==> src/hdl/crx_pkg.sv <==
package crx_pkg;

  // Field widths of one received beat and one result beat
  localparam int unsigned ByteW  = 8;
  localparam int unsigned LenW   = 4;
  localparam int unsigned PosW   = 5;
  localparam int unsigned TxCntW = 9;

  // Default largest payload; a shorter declared length ends the message
  localparam int unsigned MAX_PAYLOAD_DEF = 15;

  // Header byte layout
  localparam int unsigned HDR_TYPE_BIT = 7;

  // Command codes
  localparam logic CMD_RX_BYTE  = 1'b0;
  localparam logic CMD_TX_START = 1'b1;

  // Decoder positions inside a chunk
  localparam logic [PosW-1:0] POS_IDLE = PosW'(0);
  localparam logic [PosW-1:0] POS_SEQ  = PosW'(1);
  localparam logic [PosW-1:0] POS_BODY = PosW'(2);

  typedef struct packed {
    logic             cmd;
    logic [ByteW-1:0] rx_byte;
    logic             chunk_first;
    logic             chunk_last;
  } crx_item_t;

  typedef struct packed {
    logic              data_valid;
    logic [ByteW-1:0]  data_byte;
    logic              message_end;
    logic              message_abort;
    logic              ack_valid;
    logic [ByteW-1:0]  ack_seq;
    logic              ack_complete;
    logic [TxCntW-1:0] tx_expected;
    logic              tx_finished;
  } crx_res_t;

endpackage

==> src/hdl/crx_core.sv <==
module crx_core import crx_pkg::*; #(
  parameter int unsigned MaxPayload = MAX_PAYLOAD_DEF
) (
  input  logic      clk_i,
  input  logic      rst_ni,
  input  logic      step_i,
  input  crx_item_t item_i,
  output crx_res_t  res_o
);

  logic [PosW-1:0]   pos_q, pos_d;
  logic              is_data_q, is_data_d;
  logic [LenW-1:0]   len_q, len_d;
  logic [ByteW-1:0]  seq_q, seq_d;
  logic              done_arm_q, done_arm_d;
  logic              in_msg_q, in_msg_d;
  logic [TxCntW-1:0] tx_exp_q, tx_exp_d;
  logic              tx_done_q, tx_done_d;

  logic              finish;
  logic              short_chunk;
  logic [PosW-1:0]   last_pos;

  assign short_chunk = len_q < LenW'(MaxPayload);
  assign last_pos    = {{(PosW-LenW){1'b0}}, len_q} + PosW'(1);

  // Decode one beat against the chunk state
  always_comb begin
    pos_d      = pos_q;
    is_data_d  = is_data_q;
    len_d      = len_q;
    seq_d      = seq_q;
    done_arm_d = done_arm_q;
    in_msg_d   = in_msg_q;
    tx_exp_d   = tx_exp_q;
    tx_done_d  = tx_done_q;
    finish     = 1'b0;
    res_o      = '0;

    if (item_i.cmd == CMD_TX_START) begin
      tx_exp_d  = '0;
      tx_done_d = 1'b0;
    end else if (item_i.chunk_first) begin
      done_arm_d = 1'b0;
      if (item_i.chunk_last) begin
        // drop malformed header-only chunk
        pos_d = POS_IDLE;
      end else begin
        is_data_d = item_i.rx_byte[HDR_TYPE_BIT];
        len_d     = item_i.rx_byte[LenW-1:0];
        pos_d     = POS_SEQ;
      end
    end else if (pos_q == POS_SEQ) begin
      seq_d = item_i.rx_byte;
      if (is_data_q) begin
        if (item_i.rx_byte == '0 && in_msg_q) begin
          res_o.message_abort = 1'b1;
          in_msg_d            = 1'b0;
        end
        if (len_q == '0 || item_i.chunk_last) finish = 1'b1;
        else pos_d = POS_BODY;
      end else begin
        if ({1'b0, item_i.rx_byte} == tx_exp_q && !tx_exp_q[TxCntW-1]) begin
          tx_exp_d   = tx_exp_q + TxCntW'(1);
          done_arm_d = 1'b1;
        end
        if (item_i.chunk_last) begin
          pos_d      = POS_IDLE;
          done_arm_d = 1'b0;
        end else begin
          pos_d = POS_BODY;
        end
      end
    end else if (pos_q >= POS_BODY) begin
      if (is_data_q) begin
        res_o.data_valid = 1'b1;
        res_o.data_byte  = item_i.rx_byte;
        if (pos_q == last_pos || item_i.chunk_last) finish = 1'b1;
        else pos_d = pos_q + PosW'(1);
      end else begin
        if (done_arm_q && item_i.rx_byte != '0) tx_done_d = 1'b1;
        done_arm_d = 1'b0;
        pos_d      = POS_IDLE;
      end
    end

    // Close a data chunk and emit its ack
    if (finish) begin
      res_o.message_end  = short_chunk;
      in_msg_d           = !short_chunk;
      res_o.ack_valid    = 1'b1;
      res_o.ack_seq      = seq_d;
      res_o.ack_complete = short_chunk;
      pos_d              = POS_IDLE;
    end

    res_o.tx_expected = tx_exp_d;
    res_o.tx_finished = tx_done_d;
  end

  // Advance state on each accepted beat
  always_ff @(posedge clk_i or negedge rst_ni) begin
    if (!rst_ni) begin
      pos_q      <= POS_IDLE;
      is_data_q  <= 1'b0;
      len_q      <= '0;
      seq_q      <= '0;
      done_arm_q <= 1'b0;
      in_msg_q   <= 1'b0;
      tx_exp_q   <= '0;
      tx_done_q  <= 1'b0;
    end else if (step_i) begin
      pos_q      <= pos_d;
      is_data_q  <= is_data_d;
      len_q      <= len_d;
      seq_q      <= seq_d;
      done_arm_q <= done_arm_d;
      in_msg_q   <= in_msg_d;
      tx_exp_q   <= tx_exp_d;
      tx_done_q  <= tx_done_d;
    end
  end

endmodule

==> config.mk <==
export PLATFORM = sky130hd
export DESIGN_NAME = crx_core
export DESIGN_NICKNAME = d
export VERILOG_FILES = /design/src/hdl/crx_pkg.sv /design/src/hdl/crx_core.sv
export SDC_FILE = /design/constraint.sdc
export NUM_CORES = 1
export LEC_CHECK = 0
export BUFFER_PORTS_ARGS = -buffer_cell sky130_fd_sc_hd__buf_2
export CAP_MARGIN = 30
export CORE_UTILIZATION = 23
export DETAILED_ROUTE_END_ITERATION = 16
export PLACE_DENSITY = 0.46
export SETUP_SLACK_MARGIN = 0.02
export SYNTH_ARGS = -nofsm -noshare
export SYNTH_HDL_FRONTEND = slang
export SYNTH_SLANG_ARGS = --single-unit
==> constraint.sdc <==
create_clock -name clk_i -period 2.74 [get_ports clk_i]
set_clock_uncertainty 0.1 [all_clocks]
set_input_delay 0.274 -clock clk_i [delete_from_list [all_inputs] [get_ports clk_i]]
set_output_delay 0.274 -clock clk_i [all_outputs]
set_load 0.05 [all_outputs]
==> Word-level counts from Yosys, hierarchy flattened <==
Cells that the tools add are included.
{ "op_classes": {"n_reduce_logical": 19, "n_mux": 58, "add_sub_neg": 3, "magnitude_cmp": 2, "bitwise_logic": 2, "eq_ne": 10} }
{ "op_table": {"columns": ["op", "n"], "rows": [
  ["9-bit two-way mux", 10],
  ["5-bit two-way mux", 9],
  ["1-bit two-way mux", 34],
  ["8-bit two-way mux", 3],
  ["6-bit AND reduction", 2],
  ["10-bit two-way mux", 1],
  ["5-bit inequality test (second input constant)", 2],
  ["9-bit by 1-bit adder with 9-bit output (second input constant)", 1],
  ["8-bit by 9-bit == test with 1-bit output", 1],
  ["8-bit zero test", 1],
  ["8-bit nonzero test", 1],
  ["3-bit inequality test (second input constant)", 2],
  ["2-bit nonzero test", 3],
  ["4-bit by 1-bit adder with 5-bit output (second input constant)", 1],
  ["5-bit by 1-bit adder with 5-bit output (second input constant)", 1],
  ["5-bit by 1-bit == test with 1-bit output (second input constant)", 1],
  ["5-bit == test", 1],
  ["5-bit by 2-bit >= comparator with 1-bit output (second input constant)", 1],
  ["5-bit AND reduction", 1],
  ["4-bit zero test", 1],
  ["4-bit less-than comparator (second input constant)", 1],
  ["2-bit by 1-bit inequality test with 1-bit output (second input constant)", 2],
  ["4-bit by 3-bit inequality test with 1-bit output (second input constant)", 1],
  ["4-bit AND reduction", 1],
  ["7 further kinds", 12]
]} }
{ "word_totals": {"ff_bits": 30, "in_bits": 14} }

==> Logic depth before layout (Yosys ltp) <==
Gate-level depths: netlist of the first run.
{ "depth": {"depth_word": 11, "depth_mapped": 10, "mapped_depth_nobuf": 8} }

==> Least setup slack after synthesis of the first run <==
Ideal clock, no wire load.
{ "synth_timing": {"kind": "register -> output", "start": "register len_q[0]", "end": "output res_o[21] (netlist name)", "t_required_ns": 2.366, "n_path_buf": 2, "arrival_ns": 3.068, "slack_ns": -0.702, "stages_incl_launch_ff": 10, "cell_sequence": "dfrtp_1 ha_1 xor2_1 o32a_1 a2111oi_4 o21a_1 buf_4 nor2_2 a31oi_1 buf_4"} }
{ "synth_lines": {"columns": ["element", "line_no", "text"], "rows": [
  ["start, declared", "crx_core.sv:13", "logic [LenW-1:0] len_q, len_d;"],
  ["start signal, assigned", "crx_core.sv:115", "len_q <= len_d;"],
  ["end, declared", "crx_core.sv:8", "output crx_res_t res_o"]
]} }

==> out/results.ini, run 1 <==
[synth]
ys_types=46
synth_compound_area_share_pct=16.17
synthArstFlopShare_pct=100.0
synthCells=247
ys.flop_type=dfrtp_1
ys_warn_count=0
synth_area_per_cell_um2=8.865
netlist_area_um2=2190
ys_ff_latch=30
seq_area_frac_synth_pct=34.29
synthAdderAreaFrac_pct=3.429
syn_nets=267
muxShareOfSynthArea_pct=7.943
synth_edf_count=0
synth_top_family_by_area=simple AND/OR/NAND/NOR gates
synthXorXnorAreaFrac_pct=8.000
yosys.area_share.simple_pct=24.00

[route]
wl_per_cell_um=14.21
drt_first_pass_iters=4
detail-route-antenna-nets=0
via_per_inst=4.631
routed_wirelength_um=6353
drt-initial-drc-count=86
drcViolationCount=0
vias=2070

[finish]
final_cell_mix=29 x buf_4, 26 x dfrtp_1, 24 x buf_2
nets=337
synthToLayoutAreaGrowth_pct=45.49
fillers=948
fin_cells=447
final_common_cell=buf_4
drive_above_1_share_pct=39.94
diodes=0

[floorplan]
core_um2=9240
start_util_pct=23.70
fp.dieH_um=99.57
die-area_um2=9914
fp.dieW_um=99.57
ioPinCount=45
rows=35

[setup_path]
reg2regPathDepth=9
worstPathArrival_ns=2.45
endpoint=res_o[13]
critical_path_class=reg -> out
r2r_end=tx_exp_q[7]
critPathLaunch=len_q[0]
crit_path_end_kind=output port
crit_path_start_kind=flip-flop
critical_path.max_fanout=7
cp_data_required_time_ns=2.37
reg2reg_setup_slack_ns=0.30
r2r-start=pos_q[4]

[clock_tree]
insertion_delay_ns=0.29
cts_buffers=5
cts_tree=yes
cts_buffer_depth=2
clkTransAtPathRegs_ns=0.06
h-tree-depth=2
cts-root-buf=clkbuf_8
cts_sinks=30

[job]
maxCapViolCount=0

[global_routing]
grt_usage_pct=13.33
grt_overflow=0
grt_max_degree=31
grt_pass1_vias=2000
grt_pass1_wl_um=10360
antenna_found_initial=0

[sta]
finalMaxSlewViolations=0
period_minus_slack_ns=2.828
tns_ns=-0.6113
fin_crit_sh_pct=103.2
hold_violations=0
setup_viol=9
slew_headroom_pct=50.45
tightest_slew_ns=0.7432
setup_slack_ns=-0.08783
whs_ns=0.2101
max_clock_freq_mhz=353.6
rsz0062_at_grt=true

[pwr]
swShare_pct=37.90
combPwrFrac_pct=42.8
power_density_nw_per_um2=591.5
p_int_uw=1170
peakVddDrop_uv=236.9
p_sw_uw=714.1
clkPwrFrac_pct=23.0
leakage_uw=0.001403
p_seq_share_pct=34.2

[hold_path]
hp-class=in -> reg

[status]
status=finished with violations
violations=negative setup slack

[place]
numPortBuffers=44
place_inst=421
routabilityCongestion=0.7956
dpl.hpwl_um=4497
place_ws_ns=0.02511

## sequential cells by signal (all words and copies together), names as in the netlist
signal / cells
tx_exp_q: 9
seq_q: 8
pos_q: 5
len_q: 4
done_arm_q: 1
in_msg_q: 1
is_data_q: 1
tx_done_q: 1
## layer usage
layer,vias to the layer above,track usage [%],wire length [um]
li1,1010,-,-
met1,1009,18.23,3050
met2,47,21.63,3038
met3,4,2.670,232
met4,0,3.054,32
met5,-,0,0
## power groups by stage
| stage | combinational, uW | sequential (uW) | clock, uW |
|---|---|---|---|
| 5_1_grt | 883 | 658 | 467 |
| 3_5_place_dp | 692 | 652 | 0 |
| 4_1_cts | 767 | 647 | 447 |
| 6_report | 806 | 644 | 434 |
| 3_3_place_gp | 694 | 657 | 0 |
| 2_1_floorplan | 501 | 631 | 0 |
## worst min path at each step
stage,from,endpoint,cells after the start
finish,item_i[7],seq_q[5],2
global route,item_i[8],seq_q[6],2
CTS,item_i[8],seq_q[6],2
global placement,rst_ni,tx_exp_q[6],1
detailed placement,rst_ni,tx_exp_q[6],1
floorplan,rst_ni,done_arm_q,0
## stage by stage
step	utilization, %	total power (uW)	cell area [um^2]
after floorplan	-	1133	2228
after global placement	28.69	1350	2651
after detailed placement	28.69	1344	2651
after CTS	32.90	1861	3040
after global routing	34.48	2008	3186
final	34.48	1884	3186
## synthesized netlist by cell type, types with 7 or more instances
cell | count | area share [%]
a21oi_1 | 9 | 2.1
a22o_1 | 9 | 3.6
and2_1 | 8 | 2.3
clkbuf_1 | 8 | 1.4
dfrtp_1 | 30 | 34
inv_1 | 14 | 2.4
nand2_1 | 18 | 3.1
nor2_1 | 18 | 3.1
nor2b_1 | 7 | 2.0
nor3_1 | 7 | 1.6
o21ai_1 | 8 | 1.8
xnor2_1 | 15 | 6.0
## layout make-up
type | instances | area [um^2] | share of cell area (%)
clock buffer | 8 | 110.1 | 3.456
inverter | 14 | 52.55 | 1.650
multi-input combinational | 187 | 1450 | 45.52
sequential | 30 | 755.7 | 23.72
tap | 129 | 161.4 | 5.067
timing repair buffer | 79 | 655.6 | 20.58
## logic make-up (layout without fill, tap and decap cells)
group | Yosys count | count (layout)
AOI/OAI and AO/OA | 49 | 49
xor gates and xnor gates | 20 | 20
adders and majority gates | 6 | 6
buffers and inverters | 30 | 101
DFF | 30 | 30
muxes | 16 | 16
and+or+nand+nor | 96 | 96
## critical path, cell delays in order (launching register included)
cell       delay, ns
dfrtp_1         0.39
ha_2            0.20
xor2_1          0.14
o32a_1          0.31
a2111oi_4       0.35
buf_4           0.18
o21a_4          0.15
buf_6           0.14
a22o_2          0.16
buf_6           0.15
## repair_timing
item,in CTS,in global routing
setup endpoints to repair,18,27
endpoints found under the hold margin,30,0
resized for setup,51,30
gates cloned,1,0
buffers inserted,10,6
pin swaps,8,8
hold buffers,1,0
No activity file was read; power rests on OpenSTA's default activity.
==> run 2, diff against run 1 <==
--- a/config.mk
+++ b/config.mk
@@ -5,12 +5,15 @@
 export SDC_FILE = /design/constraint.sdc
 export NUM_CORES = 1
 export LEC_CHECK = 0
+export ABC_AREA = 1
 export BUFFER_PORTS_ARGS = -buffer_cell sky130_fd_sc_hd__buf_2
 export CAP_MARGIN = 30
 export CORE_UTILIZATION = 23
+export CTS_BUF_LIST = sky130_fd_sc_hd__clkbuf_4 sky130_fd_sc_hd__clkbuf_8
 export DETAILED_ROUTE_END_ITERATION = 16
 export PLACE_DENSITY = 0.46
 export SETUP_SLACK_MARGIN = 0.02
 export SYNTH_ARGS = -nofsm -noshare
 export SYNTH_HDL_FRONTEND = slang
 export SYNTH_SLANG_ARGS = --single-unit
+export TNS_END_PERCENT = 20
==> run 2 against run 1 <==
- the run now ends clean
- global-route usage rose by 1.1 points
- synthesized cell count rose by 37%
- via count rose by 10%
- final cell count increased by 16%
- design area down 11%
- sequential power down 5.0%
- count of clock-buffer cells in the layout down 2
- clock power fell by 8.1%
- synthesized area is 3.0% higher
- first-iteration DRC count rose by 33%
- core utilization is 4.3 points lower
- combinational power fell by 20%
- highest routed layer unchanged
==> out/results.ini, run 2 <==
[synth]
seq_area_frac_synth_pct=33.28
yosysMostFrequentCell=nand2_1
netlist_area_um2=2256
ys.flop_type=dfrtp_1
synth_top_area_share_pct=33.28
synth_edf_count=0
ys_types=37
ys_warn_count=0
synth_area_per_cell_um2=6.655
synth_top_cell_by_area=dfrtp_1
netlist_top_cells_count=91 x nand2_1, 43 x inv_1, 43 x nor2_1
synthCells=339
ys_ff_latch=30
syn_nets=359
synthArstFlopShare_pct=100.0
synth_area_leaders=dfrtp_1 33%, nand2_1 15%, inv_1 7.2%, nor2_1 7.2%, o21ai_0 6.4%

[route]
drcViolationCount=0
via_per_inst=4.405
wl_per_cell_um=13.20
detail-route-antenna-nets=0
routed_wirelength_um=6836
vias=2282
drt_first_pass_iters=4
drt-initial-drc-count=114

[finish]
nets=408
reg.largest.list=tx_exp_q (9), seq_q (8), pos_q (5)
multi_input_area_um2=1326
largest_reg_flops=9
final_cell_mix=91 x nand2_1, 41 x inv_1, 40 x nor2_1, 40 x buf_2, 29 x o21ai_0
fin_util_pct=30.15
regArea_um2=757.0
largest_register=tx_exp_q
drive_above_1_share_pct=22.62
stdcell_area_um2=2825
synthToLayoutAreaGrowth_pct=25.24
diodes=0
final_common_cell=nand2_1
fillers=1077

[floorplan]
fp.dieW_um=101.0
fp.dieH_um=101.0
die-area_um2=10210
ioPinCount=45
rows=35
start_util_pct=24.07
core_um2=9371

[clock_tree]
cts_buffer_depth=2
cts_tree=yes
cts_sinks=30
h-tree-depth=2
cts-root-buf=clkbuf_8
insertion_delay_ns=0.29
clkTransAtPathRegs_ns=0.07
cts_buffers=5

[sta]
slew_headroom_pct=52.18
max_clock_freq_mhz=383.6
setup_viol=0
fin_crit_sh_pct=95.14
tightest_slew_ns=0.7173
rsz0062_at_grt=true
finalMaxSlewViolations=0
hold_violations=0
whs_ns=0.1583
period_minus_slack_ns=2.607

[hold_path]
hp-class=in -> reg
holdCritStartpoint=step_i
whs_path_depth=2
holdPathEnd=tx_exp_q[8]

[setup_path]
reg2reg_setup_slack_ns=0.62
reg2regPathDepth=10
cp_data_required_time_ns=2.37
crit_path_end_kind=output port
critical_path.max_fanout=9
r2r-start=pos_q[0]
critical_path_class=reg -> out
worstPathArrival_ns=2.23
crit_path_start_kind=flip-flop
r2r_end=pos_q[3]

[global_routing]
grt_max_degree=31
grt_overflow=0
antenna_found_initial=0
grt_usage_pct=14.45
grt_pass1_wl_um=11520
grt_pass1_vias=2254

[pwr]
leakage_uw=0.001430
finalPower_uw=1658
peakVddDrop_uv=216.0
power_density_nw_per_um2=586.7

[status]
status=completed

[place]
numPortBuffers=44
routabilityCongestion=0.8670
place_area_um2=2592
dpl.hpwl_um=5109

[job]
maxCapViolCount=0

run 2: cell types whose count changed after synthesis, sizes merged, moves of 7 or more:
cell	previous run	this run
o21ai	12	38
nand2	18	92
mux2	11	0
xnor2	15	1
nand3	4	28
nor2	19	46
inv	14	46
and2	8	0
nor2b	7	0
a22o	9	0
run 2: kinds of logic (layout without fill, tap and decap cells):
family          after synthesis  count (layout)  synth area share (%)
xor+xnor                      4               4                 1.553
flops                        30              30                 33.28
compound gates               51              52                 12.92
simple gates                189             189                 37.99
fa+ha+maj                     6               6                 3.328
buf+inv                      59             108                 10.93
run 2: area by class of cell:
| type | instances | share of cell area (%) |
|---|---|---|
| multi-input cells | 251 | 46.94 |
| flip-flops and latches | 30 | 26.79 |
| repair buffers | 53 | 10.76 |
| inverters | 47 | 6.422 |
| well taps | 129 | 5.713 |
| clock buffers | 6 | 2.923 |
| clock inverters | 2 | 0.4429 |
run 2: how the worst max path moves through the flow:
| stage | from | end | depth (start not counted) |
|---|---|---|---|
| global route | pos_q[1] | res_o[8] | 12 |
| global placement | pos_q[1] | res_o[8] | 12 |
| detailed placement | pos_q[1] | res_o[8] | 12 |
| finish | pos_q[0] | res_o[18] | 10 |
| floorplan | pos_q[1] | res_o[11] | 10 |
| CTS | pos_q[0] | res_o[16] | 9 |
run 2: repair_timing:
action                                 4_1_cts  5_1_grt
hold buffers                                 1        0
cloned                                       0        1
pin swaps                                    1        5
buffers inserted                             1        5
endpoints found under the hold margin       30        0
gates resized for setup                      7       15
setup endpoints to repair                   18       16
run 2: stage by stage:
stage / instances / setup TNS [ns] / worst slack [ns]
after floorplan: 339 / 0 / 0.01548
after global placement: 502 / 0 / 0.1862
after detailed placement: 502 / 0 / 0.1863
after CTS: 512 / 0 / 0.008071
after global routing: 518 / -0.03018 / -0.01967
final: 518 / 0 / 0.1332
run 2: layer usage:
metal  up-vias  GRT usage (%)  routed length, um
met5         -              0                  0
li1       1183              -                  -
met4         0          4.013                106
met1      1038          20.10               3360
met3         8          2.843                320
met2        53          22.71               3049
run 2: where the power goes:
group          leakage (uW)  switching [uW]  internal, uW  total [uW]
combinational      0.000991             405           242         647
sequential         0.000392            75.4           536         612
clock             0.0000472             197           202         399
total               0.00143             678           980        1660
run 2: worst max-delay path: stages, from the launching register on:
cell and delay (ns):
dfrtp_2 0.45, ha_4 0.19, nand3_4 0.11, inv_4 0.05, buf_4 0.13, a31oi_4 0.18, nand3_4 0.16, inv_2 0.16
a21boi_4 0.11, nor2_1 0.12, buf_2 0.27
